[src/rtl/core/wbscd_pkg.sv]
// Shared types and constants for the write-back sector cache directory.
// Used by the directory RAM, the victim scan unit and the top level.
package wbscd_pkg;

  localparam int ENTRIES_DEF  = 4;
  localparam int SECTOR_BYTES = 512;
  localparam int OFF_W        = 9;
  localparam int LEN_W        = 10;
  localparam int TAG_W        = 32;
  localparam int AGE_W        = 16;

  localparam logic [TAG_W-1:0] INVALID_SECTOR = '0;
  localparam logic             DIRTY_SET      = 1'b1;

  typedef enum logic [2:0] {
    ACT_SEEK     = 3'd0,
    ACT_READ     = 3'd1,
    ACT_WRITE    = 3'd2,
    ACT_FLUSH    = 3'd3,
    ACT_FILL_ERR = 3'd4
  } action_e;

  typedef enum logic [1:0] {
    KIND_ACK       = 2'd0,
    KIND_CHUNK     = 2'd1,
    KIND_WRITEBACK = 2'd2
  } kind_e;

  typedef enum logic [2:0] {
    ST_IDLE,
    ST_ACK,
    ST_SECT,
    ST_SCAN,
    ST_DECIDE,
    ST_FL_SCAN,
    ST_FL_TAG
  } state_e;

  // One directory word: sector tag and the touch stamp it was last used at.
  typedef struct packed {
    logic [TAG_W-1:0] tag;
    logic [AGE_W-1:0] stamp;
  } dir_word_t;

  typedef struct packed {
    logic clear;
    logic step;
  } scan_ctrl_t;

  typedef struct packed {
    logic hit;
    logic free;
  } scan_res_t;

  typedef struct packed {
    kind_e            kind;
    logic [1:0]       entry;
    logic             hit;
    logic             evict_dirty;
    logic [TAG_W-1:0] writeback_sector;
    logic [TAG_W-1:0] fill_sector;
    logic [OFF_W-1:0] byte_offset;
    logic [LEN_W-1:0] chunk_length;
    logic             last;
  } result_t;

endpackage

[src/rtl/core/wbscd_dir_ram.sv]
// Directory RAM: one tag/stamp word per cache entry.
// One write port, one registered read port. Depends on wbscd_pkg.
module wbscd_dir_ram import wbscd_pkg::*; #(
  parameter int ENTRIES = ENTRIES_DEF,
  parameter int IW      = (ENTRIES > 1) ? $clog2(ENTRIES) : 1
) (
  input  logic          clk_i,
  input  logic          we_i,
  input  logic [IW-1:0] waddr_i,
  input  dir_word_t     wdata_i,
  input  logic [IW-1:0] raddr_i,
  output dir_word_t     rdata_o
);

  dir_word_t mem [ENTRIES];
  dir_word_t rdata_q;

  always_ff @(posedge clk_i) begin
    if (we_i) begin
      mem[waddr_i] <= wdata_i;
    end
    rdata_q <= mem[raddr_i];
  end

  assign rdata_o = rdata_q;

endmodule

[src/rtl/core/wbscd_victim_scan.sv]
// Shared compare unit: walks the directory one entry per beat and keeps
// the first hit, the first free entry and the oldest entry. Uses wbscd_pkg.
module wbscd_victim_scan import wbscd_pkg::*; #(
  parameter int ENTRIES = ENTRIES_DEF,
  parameter int IW      = (ENTRIES > 1) ? $clog2(ENTRIES) : 1
) (
  input  logic             clk_i,
  input  logic             rst_ni,
  input  scan_ctrl_t       ctrl_i,
  input  logic [TAG_W-1:0] sector_i,
  input  logic [AGE_W-1:0] now_i,
  input  dir_word_t        word_i,
  input  logic             entry_valid_i,
  input  logic [IW-1:0]    idx_i,
  output scan_res_t        res_o,
  output logic [IW-1:0]    hit_idx_o,
  output logic [IW-1:0]    free_idx_o,
  output logic [IW-1:0]    vict_idx_o,
  output logic [TAG_W-1:0] vict_tag_o
);

  scan_res_t        res_q, res_d;
  logic [IW-1:0]    hit_idx_q, hit_idx_d;
  logic [IW-1:0]    free_idx_q, free_idx_d;
  logic [IW-1:0]    vict_idx_q, vict_idx_d;
  logic [TAG_W-1:0] vict_tag_q, vict_tag_d;
  logic [AGE_W-1:0] oldest_q, oldest_d;
  logic [AGE_W-1:0] age;

  assign age = now_i - word_i.stamp;

  always_comb begin
    res_d      = res_q;
    hit_idx_d  = hit_idx_q;
    free_idx_d = free_idx_q;
    vict_idx_d = vict_idx_q;
    vict_tag_d = vict_tag_q;
    oldest_d   = oldest_q;
    if (ctrl_i.clear) begin
      res_d      = '0;
      vict_idx_d = '0;
      vict_tag_d = '0;
      oldest_d   = '0;
    end else if (ctrl_i.step) begin
      if (!res_q.hit && sector_i != INVALID_SECTOR && entry_valid_i &&
          word_i.tag == sector_i) begin
        res_d.hit = 1'b1;
        hit_idx_d = idx_i;
      end
      if (!res_q.free && !entry_valid_i) begin
        res_d.free = 1'b1;
        free_idx_d = idx_i;
      end
      // later entries win ties
      if (age >= oldest_q) begin
        oldest_d   = age;
        vict_idx_d = idx_i;
        vict_tag_d = word_i.tag;
      end
    end
  end

  always_ff @(posedge clk_i or negedge rst_ni) begin
    if (!rst_ni) begin
      res_q <= '0;
    end else begin
      res_q <= res_d;
    end
  end

  always_ff @(posedge clk_i) begin
    hit_idx_q  <= hit_idx_d;
    free_idx_q <= free_idx_d;
    vict_idx_q <= vict_idx_d;
    vict_tag_q <= vict_tag_d;
    oldest_q   <= oldest_d;
  end

  assign res_o      = res_q;
  assign hit_idx_o  = hit_idx_q;
  assign free_idx_o = free_idx_q;
  assign vict_idx_o = vict_idx_q;
  assign vict_tag_o = vict_tag_q;

endmodule

[src/rtl/core/write_back_sector_cache_directory.sv]
// Top level: sequencer, cursor, valid/dirty bits and result register of the
// sector cache directory. Uses wbscd_pkg, wbscd_dir_ram, wbscd_victim_scan.
//
//   channel  | handshake              | payload
//   ---------+------------------------+------------------------------------
//   cfg      | cfg_we_i               | cfg_wdata_i (start sector)
//   in       | in_valid_i / in_stall_o | action, address, length, failed_entry
//   out      | out_valid_o / out_stall_i | kind .. last, one beat per result
//
// Seek, fill error and unknown actions, and reads/writes of length zero, answer
// with one ack. A read/write is split into sector chunks; each chunk walks the
// directory through the one RAM read port (SECT, SCAN, DECIDE); a flush walks it
// once and stops in FL_TAG at each dirty entry. Output stalls can hold any of these.
// Reset empties the directory at once (valid bits), no clearing pass.
// A stalled result holds the output register; the sequencer waits for it.
module write_back_sector_cache_directory import wbscd_pkg::*; #(
  parameter int ENTRIES = ENTRIES_DEF
) (
  input  logic             clk_i,
  input  logic             rst_ni,
  input  logic             cfg_we_i,
  input  logic [TAG_W-1:0] cfg_wdata_i,
  input  logic             in_valid_i,
  output logic             in_stall_o,
  input  logic [2:0]       action_i,
  input  logic [31:0]      address_i,
  input  logic [LEN_W-1:0] length_i,
  input  logic [1:0]       failed_entry_i,
  output logic             out_valid_o,
  input  logic             out_stall_i,
  output logic [1:0]       kind_o,
  output logic [1:0]       entry_o,
  output logic             hit_o,
  output logic             evict_dirty_o,
  output logic [TAG_W-1:0] writeback_sector_o,
  output logic [TAG_W-1:0] fill_sector_o,
  output logic [OFF_W-1:0] byte_offset_o,
  output logic [LEN_W-1:0] chunk_length_o,
  output logic             last_o
);

  localparam int IW = (ENTRIES > 1) ? $clog2(ENTRIES) : 1;
  localparam int CW = $clog2(ENTRIES + 1);
  localparam logic [CW-1:0]    CNT_END  = CW'(ENTRIES);
  localparam logic [LEN_W-1:0] SECT_LEN = LEN_W'(SECTOR_BYTES);

  state_e           state_q, state_d;
  logic [TAG_W-1:0] start_q, start_d;
  logic [31:0]      cursor_q, cursor_d;
  logic [AGE_W-1:0] now_q, now_d;
  logic [ENTRIES-1:0] valid_q, valid_d;
  logic [ENTRIES-1:0] dirty_q, dirty_d;
  logic [2:0]       action_q, action_d;
  logic [LEN_W-1:0] remain_q, remain_d;
  logic [CW-1:0]    cnt_q, cnt_d;
  logic [IW-1:0]    rd_idx_q;
  logic [TAG_W-1:0] sector_q, sector_d;
  logic [OFF_W-1:0] off_q, off_d;
  logic [LEN_W-1:0] clen_q, clen_d;
  logic             pend_q, pend_d;
  logic [IW-1:0]    pend_idx_q, pend_idx_d;
  logic [TAG_W-1:0] pend_tag_q, pend_tag_d;
  logic             out_valid_q, out_valid_d;
  result_t          res_q, res_d;

  logic             accept;
  logic             out_free;
  logic [IW-1:0]    cnt_idx;
  logic [IW-1:0]    fail_idx;
  logic [LEN_W-1:0] room;
  logic [LEN_W-1:0] len_sat;
  logic [IW-1:0]    use_idx;
  logic             evict;

  logic             ram_we;
  dir_word_t        ram_wdata;
  dir_word_t        ram_rdata;
  scan_ctrl_t       scan_ctrl;
  scan_res_t        scan_res;
  logic [IW-1:0]    hit_idx, free_idx, vict_idx;
  logic [TAG_W-1:0] vict_tag;

  assign accept   = in_valid_i && (state_q == ST_IDLE);
  assign out_free = !out_valid_q || !out_stall_i;
  assign cnt_idx  = cnt_q[IW-1:0];
  assign fail_idx = IW'(failed_entry_i);
  assign room     = SECT_LEN - {1'b0, cursor_q[OFF_W-1:0]};
  assign len_sat  = (length_i > SECT_LEN) ? SECT_LEN : length_i;
  assign use_idx  = scan_res.hit ? hit_idx : (scan_res.free ? free_idx : vict_idx);
  assign evict    = !scan_res.hit && !scan_res.free && dirty_q[vict_idx];

  wbscd_dir_ram #(
    .ENTRIES (ENTRIES),
    .IW      (IW)
  ) u_dir_ram (
    .clk_i   (clk_i),
    .we_i    (ram_we),
    .waddr_i (use_idx),
    .wdata_i (ram_wdata),
    .raddr_i (cnt_idx),
    .rdata_o (ram_rdata)
  );

  wbscd_victim_scan #(
    .ENTRIES (ENTRIES),
    .IW      (IW)
  ) u_victim_scan (
    .clk_i         (clk_i),
    .rst_ni        (rst_ni),
    .ctrl_i        (scan_ctrl),
    .sector_i      (sector_q),
    .now_i         (now_q),
    .word_i        (ram_rdata),
    .entry_valid_i (valid_q[rd_idx_q]),
    .idx_i         (rd_idx_q),
    .res_o         (scan_res),
    .hit_idx_o     (hit_idx),
    .free_idx_o    (free_idx),
    .vict_idx_o    (vict_idx),
    .vict_tag_o    (vict_tag)
  );

  // next state
  always_comb begin
    state_d = state_q;
    case (state_q)
      ST_IDLE: begin
        if (accept) begin
          case (action_e'(action_i))
            ACT_READ, ACT_WRITE: state_d = (len_sat == '0) ? ST_ACK : ST_SECT;
            ACT_FLUSH:           state_d = ST_FL_SCAN;
            default:             state_d = ST_ACK;
          endcase
        end
      end
      ST_ACK: begin
        if (out_free) begin
          state_d = ST_IDLE;
        end
      end
      ST_SECT: state_d = ST_SCAN;
      ST_SCAN: begin
        if (cnt_q == CNT_END) begin
          state_d = ST_DECIDE;
        end
      end
      ST_DECIDE: begin
        if (out_free) begin
          state_d = (remain_q == clen_q) ? ST_IDLE : ST_SECT;
        end
      end
      ST_FL_SCAN: begin
        if (cnt_q == CNT_END) begin
          if (out_free) begin
            state_d = ST_IDLE;
          end
        end else if (valid_q[cnt_idx] && dirty_q[cnt_idx]) begin
          state_d = ST_FL_TAG;
        end
      end
      ST_FL_TAG: begin
        if (!pend_q || out_free) begin
          state_d = ST_FL_SCAN;
        end
      end
      default: state_d = ST_IDLE;
    endcase
  end

  // datapath and outputs
  always_comb begin
    start_d    = cfg_we_i ? cfg_wdata_i : start_q;
    cursor_d   = cursor_q;
    now_d      = now_q;
    valid_d    = valid_q;
    dirty_d    = dirty_q;
    action_d   = action_q;
    remain_d   = remain_q;
    cnt_d      = cnt_q;
    sector_d   = sector_q;
    off_d      = off_q;
    clen_d     = clen_q;
    pend_d     = pend_q;
    pend_idx_d = pend_idx_q;
    pend_tag_d = pend_tag_q;
    res_d      = res_q;
    ram_we     = 1'b0;
    ram_wdata  = '{tag: sector_q, stamp: now_q + AGE_W'(1)};
    scan_ctrl  = '0;
    in_stall_o = (state_q != ST_IDLE);

    // drop the result once it is taken
    out_valid_d = out_valid_q && out_stall_i;

    case (state_q)
      ST_IDLE: begin
        if (accept) begin
          action_d = action_i;
          remain_d = len_sat;
          cnt_d    = '0;
          pend_d   = 1'b0;
          case (action_e'(action_i))
            ACT_SEEK: cursor_d = address_i;
            ACT_FILL_ERR: begin
              if ({30'd0, failed_entry_i} < 32'(ENTRIES)) begin
                valid_d[fail_idx] = 1'b0;
                dirty_d[fail_idx] = 1'b0;
              end
            end
            default: ;
          endcase
        end
      end
      ST_ACK: begin
        if (out_free) begin
          res_d       = '0;
          res_d.kind  = KIND_ACK;
          res_d.last  = 1'b1;
          out_valid_d = 1'b1;
        end
      end
      ST_SECT: begin
        sector_d        = start_q + (cursor_q >> OFF_W);
        off_d           = cursor_q[OFF_W-1:0];
        clen_d          = (remain_q < room) ? remain_q : room;
        cnt_d           = '0;
        scan_ctrl.clear = 1'b1;
      end
      ST_SCAN: begin
        scan_ctrl.step = (cnt_q != '0);
        if (cnt_q != CNT_END) begin
          cnt_d = cnt_q + CW'(1);
        end
      end
      ST_DECIDE: begin
        if (out_free) begin
          ram_we            = 1'b1;
          now_d             = now_q + AGE_W'(1);
          valid_d[use_idx]  = (sector_q != INVALID_SECTOR);
          if (action_e'(action_q) == ACT_WRITE) begin
            dirty_d[use_idx] = DIRTY_SET;
          end else if (!scan_res.hit) begin
            dirty_d[use_idx] = 1'b0;
          end
          cursor_d               = cursor_q + 32'(clen_q);
          remain_d               = remain_q - clen_q;
          res_d.kind             = KIND_CHUNK;
          res_d.entry            = 2'(use_idx);
          res_d.hit              = scan_res.hit;
          res_d.evict_dirty      = evict;
          res_d.writeback_sector = evict ? vict_tag : '0;
          res_d.fill_sector      = scan_res.hit ? '0 : sector_q;
          res_d.byte_offset      = off_q;
          res_d.chunk_length     = clen_q;
          res_d.last             = (remain_q == clen_q);
          out_valid_d            = 1'b1;
        end
      end
      ST_FL_SCAN: begin
        if (cnt_q == CNT_END) begin
          if (out_free) begin
            res_d       = '0;
            res_d.last  = 1'b1;
            out_valid_d = 1'b1;
            if (pend_q) begin
              res_d.kind             = KIND_WRITEBACK;
              res_d.entry            = 2'(pend_idx_q);
              res_d.writeback_sector = pend_tag_q;
            end else begin
              res_d.kind = KIND_ACK;
            end
          end
        end else if (!(valid_q[cnt_idx] && dirty_q[cnt_idx])) begin
          cnt_d = cnt_q + CW'(1);
        end
      end
      ST_FL_TAG: begin
        // hold the found entry until the next one shows whether it is last
        if (!pend_q || out_free) begin
          if (pend_q) begin
            res_d                  = '0;
            res_d.kind             = KIND_WRITEBACK;
            res_d.entry            = 2'(pend_idx_q);
            res_d.writeback_sector = pend_tag_q;
            out_valid_d            = 1'b1;
          end
          pend_d           = 1'b1;
          pend_idx_d       = cnt_idx;
          pend_tag_d       = ram_rdata.tag;
          dirty_d[cnt_idx] = 1'b0;
          cnt_d            = cnt_q + CW'(1);
        end
      end
      default: ;
    endcase
  end

  always_ff @(posedge clk_i or negedge rst_ni) begin
    if (!rst_ni) begin
      state_q     <= ST_IDLE;
      start_q     <= TAG_W'(1);
      cursor_q    <= '0;
      now_q       <= '0;
      valid_q     <= '0;
      dirty_q     <= '0;
      cnt_q       <= '0;
      pend_q      <= 1'b0;
      out_valid_q <= 1'b0;
    end else begin
      state_q     <= state_d;
      start_q     <= start_d;
      cursor_q    <= cursor_d;
      now_q       <= now_d;
      valid_q     <= valid_d;
      dirty_q     <= dirty_d;
      cnt_q       <= cnt_d;
      pend_q      <= pend_d;
      out_valid_q <= out_valid_d;
    end
  end

  always_ff @(posedge clk_i) begin
    action_q   <= action_d;
    remain_q   <= remain_d;
    rd_idx_q   <= cnt_idx;
    sector_q   <= sector_d;
    off_q      <= off_d;
    clen_q     <= clen_d;
    pend_idx_q <= pend_idx_d;
    pend_tag_q <= pend_tag_d;
    res_q      <= res_d;
  end

  assign out_valid_o        = out_valid_q;
  assign kind_o             = res_q.kind;
  assign entry_o            = res_q.entry;
  assign hit_o              = res_q.hit;
  assign evict_dirty_o      = res_q.evict_dirty;
  assign writeback_sector_o = res_q.writeback_sector;
  assign fill_sector_o      = res_q.fill_sector;
  assign byte_offset_o      = res_q.byte_offset;
  assign chunk_length_o     = res_q.chunk_length;
  assign last_o             = res_q.last;

endmodule
[config.mk]
export PLATFORM = sky130hd
export DESIGN_NAME = write_back_sector_cache_directory
export DESIGN_NICKNAME = d
export VERILOG_FILES = /design/src/rtl/core/wbscd_pkg.sv /design/src/rtl/core/wbscd_dir_ram.sv /design/src/rtl/core/wbscd_victim_scan.sv /design/src/rtl/core/write_back_sector_cache_directory.sv
export SDC_FILE = /design/constraint.sdc
export NUM_CORES = 1
export LEC_CHECK = 0
export BUFFER_PORTS_ARGS = -buffer_cell sky130_fd_sc_hd__buf_2
export CORE_MARGIN = 3
export CORE_UTILIZATION = 28
export DETAILED_ROUTE_END_ITERATION = 8
export PLACE_DENSITY = 0.48
export SYNTH_ARGS = -nofsm -noshare
export SYNTH_HDL_FRONTEND = slang
export SYNTH_SLANG_ARGS = --single-unit
[constraint.sdc]
create_clock -name clk_i -period 7.2 [get_ports clk_i]
set_input_delay 0.72 -clock clk_i [delete_from_list [all_inputs] [get_ports clk_i]]
set_output_delay 0.72 -clock clk_i [all_outputs]
set_load 0.01 [all_outputs]
==> metrics.cfg <==
[clocking]
path_clk_slew_ns = 0.06
htree_num_levels = 3
cts_buffer_depth = 3
clk_latency_ns = 0.61
cts_root_buffer = clkbuf_16
cts_tree = yes
cts.sinks = 582
cts-resized-gates = 0
postCtsSetupBuffers = 0
ctsHoldBuffers = 0
numCtsBuffers = 66

[synthesis]
synth_edf_count = 384
synth-seq-cells = 582
synthFlopType = edfxtp_1
ys_async_sr_fraction_pct = 16.8
yosys.area.top_type = edfxtp_1
synth_area_leaders = edfxtp_1 45%, dfrtp_1 9.5%, dfxtp_1 7.8%
syn_area_sq_um = 25600
post-synth-top-count-cell = edfxtp_1
ys_seq_area_share_pct = 62.4
syn_nets = 2117
synth_top_area_share_pct = 45.0
synth_area_per_cell_sq_um = 13.2
synth_top_cells_by_count = 384 x edfxtp_1, 153 x nor2_1, 104 x nand2_1
syn_inst = 1941
yosysUniqueCellTypes = 74
synth_warnings = 0

[cells_and_area]
fin_util_pct = 33.2
num-fill-cells = 8909
layout.nets = 2302
multi_input_area_sq_um = 9160
largest_register_ffs = 192
largest-register = u_dir_ram.mem
flow.area_growth_from_synthesis_pct = 17.2
fin_area_sq_um = 30000
drive_gt1_share_pct = 18.3
register_area_sq_um = 16000

[sta]
rsz0062_at_grt = false
fmax_mhz = 199
tns_ns = 0
setup_viol = 0
worst_slack_ns = 2.18
finalHoldViolCount = 0
period_share_pct = 69.7
clock_skew_ns = 0.0259
tightest_slew_ns = 1.12
slew_viol_final = 0
maxSlewHeadroom_pct = 24.9
fin_crit_ns = 5.02

[placement]
place_area_sq_um = 27900
place_hpwl_mm = 46.8
post-place-ws_ns = 2.15
place_congestion = 0.832
port_buffers = 175

[routing]
drtPass1Iterations = 5
drc = 0
routedWlPerCell_um = 20.1
via_per_inst = 4.82
routed-via-count = 16200
drt-total-wl_mm = 67.5
ant_nets = 0
dr.first_iter.drc_count = 1105

[floorplan]
die_h_um = 308
die_w_um = 308
coreArea_sq_um = 90400
die-area_sq_um = 95200
start_util_pct = 28.3
num_io_pins = 176
fp-row-count = 110

[min_path]
min_path_type = input pin to async pin

[worst_setup_path]
cp_common_cell = nor2_1
worstReg2RegEnd = u_victim_scan.vict_tag_o[24]
crit_path_end_kind = flip-flop
worstSetupPathType = flip-flop to flip-flop
r2r_slack_ns = 2.18
reg2regPathDepth = 19
path_cells = inv_1 -> ha_1 -> inv_1 -> fa_1 -> a211oi_1 -> nor2_1 -> a31oi_1 -> a31oi_1 -> nor2_1 -> o21ai_0 -> xor2_1 -> ha_1 -> and4_1 -> and2_1 -> o2111ai_1 -> o21ai_4 -> buf_4 -> mux2i_1 -> nor2_1
slowest_stage = buf_4
reg2reg_from = now_q[0]
crit_path_max_incr_delay_ns = 0.66
arrival_ns = 5.46
path_max_fanout = 47
worst_setup_path_start_kind = flip-flop
critPathRequiredTime_ns = 7.64

[pwr]
p_sw_uw = 4260
power.leakage_uw = 0.0114
total_power_uw = 12100
power_density_nw_per_um2 = 405
peakVddDrop_mv = 0.189
p_clk_share_pct = 26.9
p_sw_share_pct = 35.1
pwr-share-comb_pct = 28.2
p_int_uw = 7890
seqPwrFrac_pct = 45.0

[global_routing]
grt_max_degree = 69
track_usage_pct = 14.1
grt_antenna_before_repair = 6
grt_pass1_wl_mm = 102
grt-ovfl-total = 0
first_global_vias = 16500

[outcome]
status = finished clean

[job]
maxCapViolations = 0

cell type report:
cell class	instances	share of cell area [%]
Sequential cell	582	53.3
Multi-Input combinational cell	1212	30.5
Clock buffer	96	6.25
Tap cell	1176	4.90
Timing Repair Buffer	195	3.43
Inverter	69	0.867
Clock inverter	26	0.734
Antenna cell	1	0.00834
stage by stage:
step                instances  hold slack (ns)
global placement         3234            0.477
floorplan                1941            0.408
CTS                      3356            0.117
detailed placement       3234            0.475
global route             3356            0.132
finish                   3357            0.115
how the worst max path moves through the flow:
stage | from | endpoint | slack (ns)
floorplan | cnt_q[0] | byte_offset_o[0] | 0.98
global placement | now_q[0] | u_victim_scan.vict_tag_o[2] | 2.25
detailed placement | now_q[0] | u_victim_scan.vict_tag_o[24] | 2.15
CTS | now_q[0] | u_victim_scan.vict_tag_o[24] | 2.15
global route | now_q[0] | u_victim_scan.vict_tag_o[25] | 1.70
finish | now_q[0] | u_victim_scan.vict_tag_o[24] | 2.18
cells by family (layout without fill, tap and decap cells):
kind of cell / count (synthesis) / count (layout) / synth area share (%)
flip-flops: 582 / 582 / 62.4
AND/OR/NAND/NOR: 496 / 496 / 9.49
AO/OA/AOI/OAI: 379 / 379 / 9.72
buffers and inverters: 147 / 386 / 2.18
multiplexers: 128 / 128 / 7.59
XOR/XNOR: 117 / 117 / 4.00
adder cells (fa/ha/maj): 92 / 92 / 4.61
other: 0 / 1 / 0
power by group through the flow:
stage | combinational, uW | clock (uW) | sequential, uW
6_report | 3420 | 3260 | 5460
5_1_grt | 3840 | 3500 | 5570
4_1_cts | 3480 | 3360 | 5480
3_5_place_dp | 3460 | 0 | 5540
3_3_place_gp | 3400 | 0 | 5520
2_1_floorplan | 2440 | 0 | 5150
per-layer routing:
metal / vias up / part of all wire [%] / global-route usage, %
met5: - / 0.038 / 0
li1: 7629 / - / -
met4: 4 / 2.1 / 3.65
met3: 89 / 5.4 / 2.90
met2: 414 / 47 / 22.8
met1: 8043 / 46 / 19.3
critical path, delay by kind of cell, from the launching register on:
kind,cells,cell delay (ns)
buffers and inverters,3,0.88
and+or+nand+nor,5,0.70
muxes,1,0.27
adders and majority gates,3,0.93
xor gates and xnor gates,1,0.18
DFF,1,0.39
AOI/OAI and AO/OA,6,1.42
layout by cell type, fill, tap and decap left out, types with 21 or more instances in the layout:
master	netlist	final
buf_2	5	174
clkbuf_1	61	21
o21ai_0	97	96
mux2i_1	47	47
dfxtp_1	100	100
clkbuf_16	0	68
and2_1	40	40
inv_1	67	66
a22o_1	34	34
o21a_1	24	24
mux4_2	50	50
buf_4	0	21
ha_1	88	88
xnor2_1	53	53
mux2_2	31	31
nand2_1	104	103
a21oi_1	88	88
nor2_1	153	146
a21o_1	28	28
nand3_1	38	38
and3_1	33	33
edfxtp_1	384	384
nor3_1	24	24
dfrtp_1	97	95
xor2_1	64	64
Note: power is estimated with default switching activity, not from simulation.
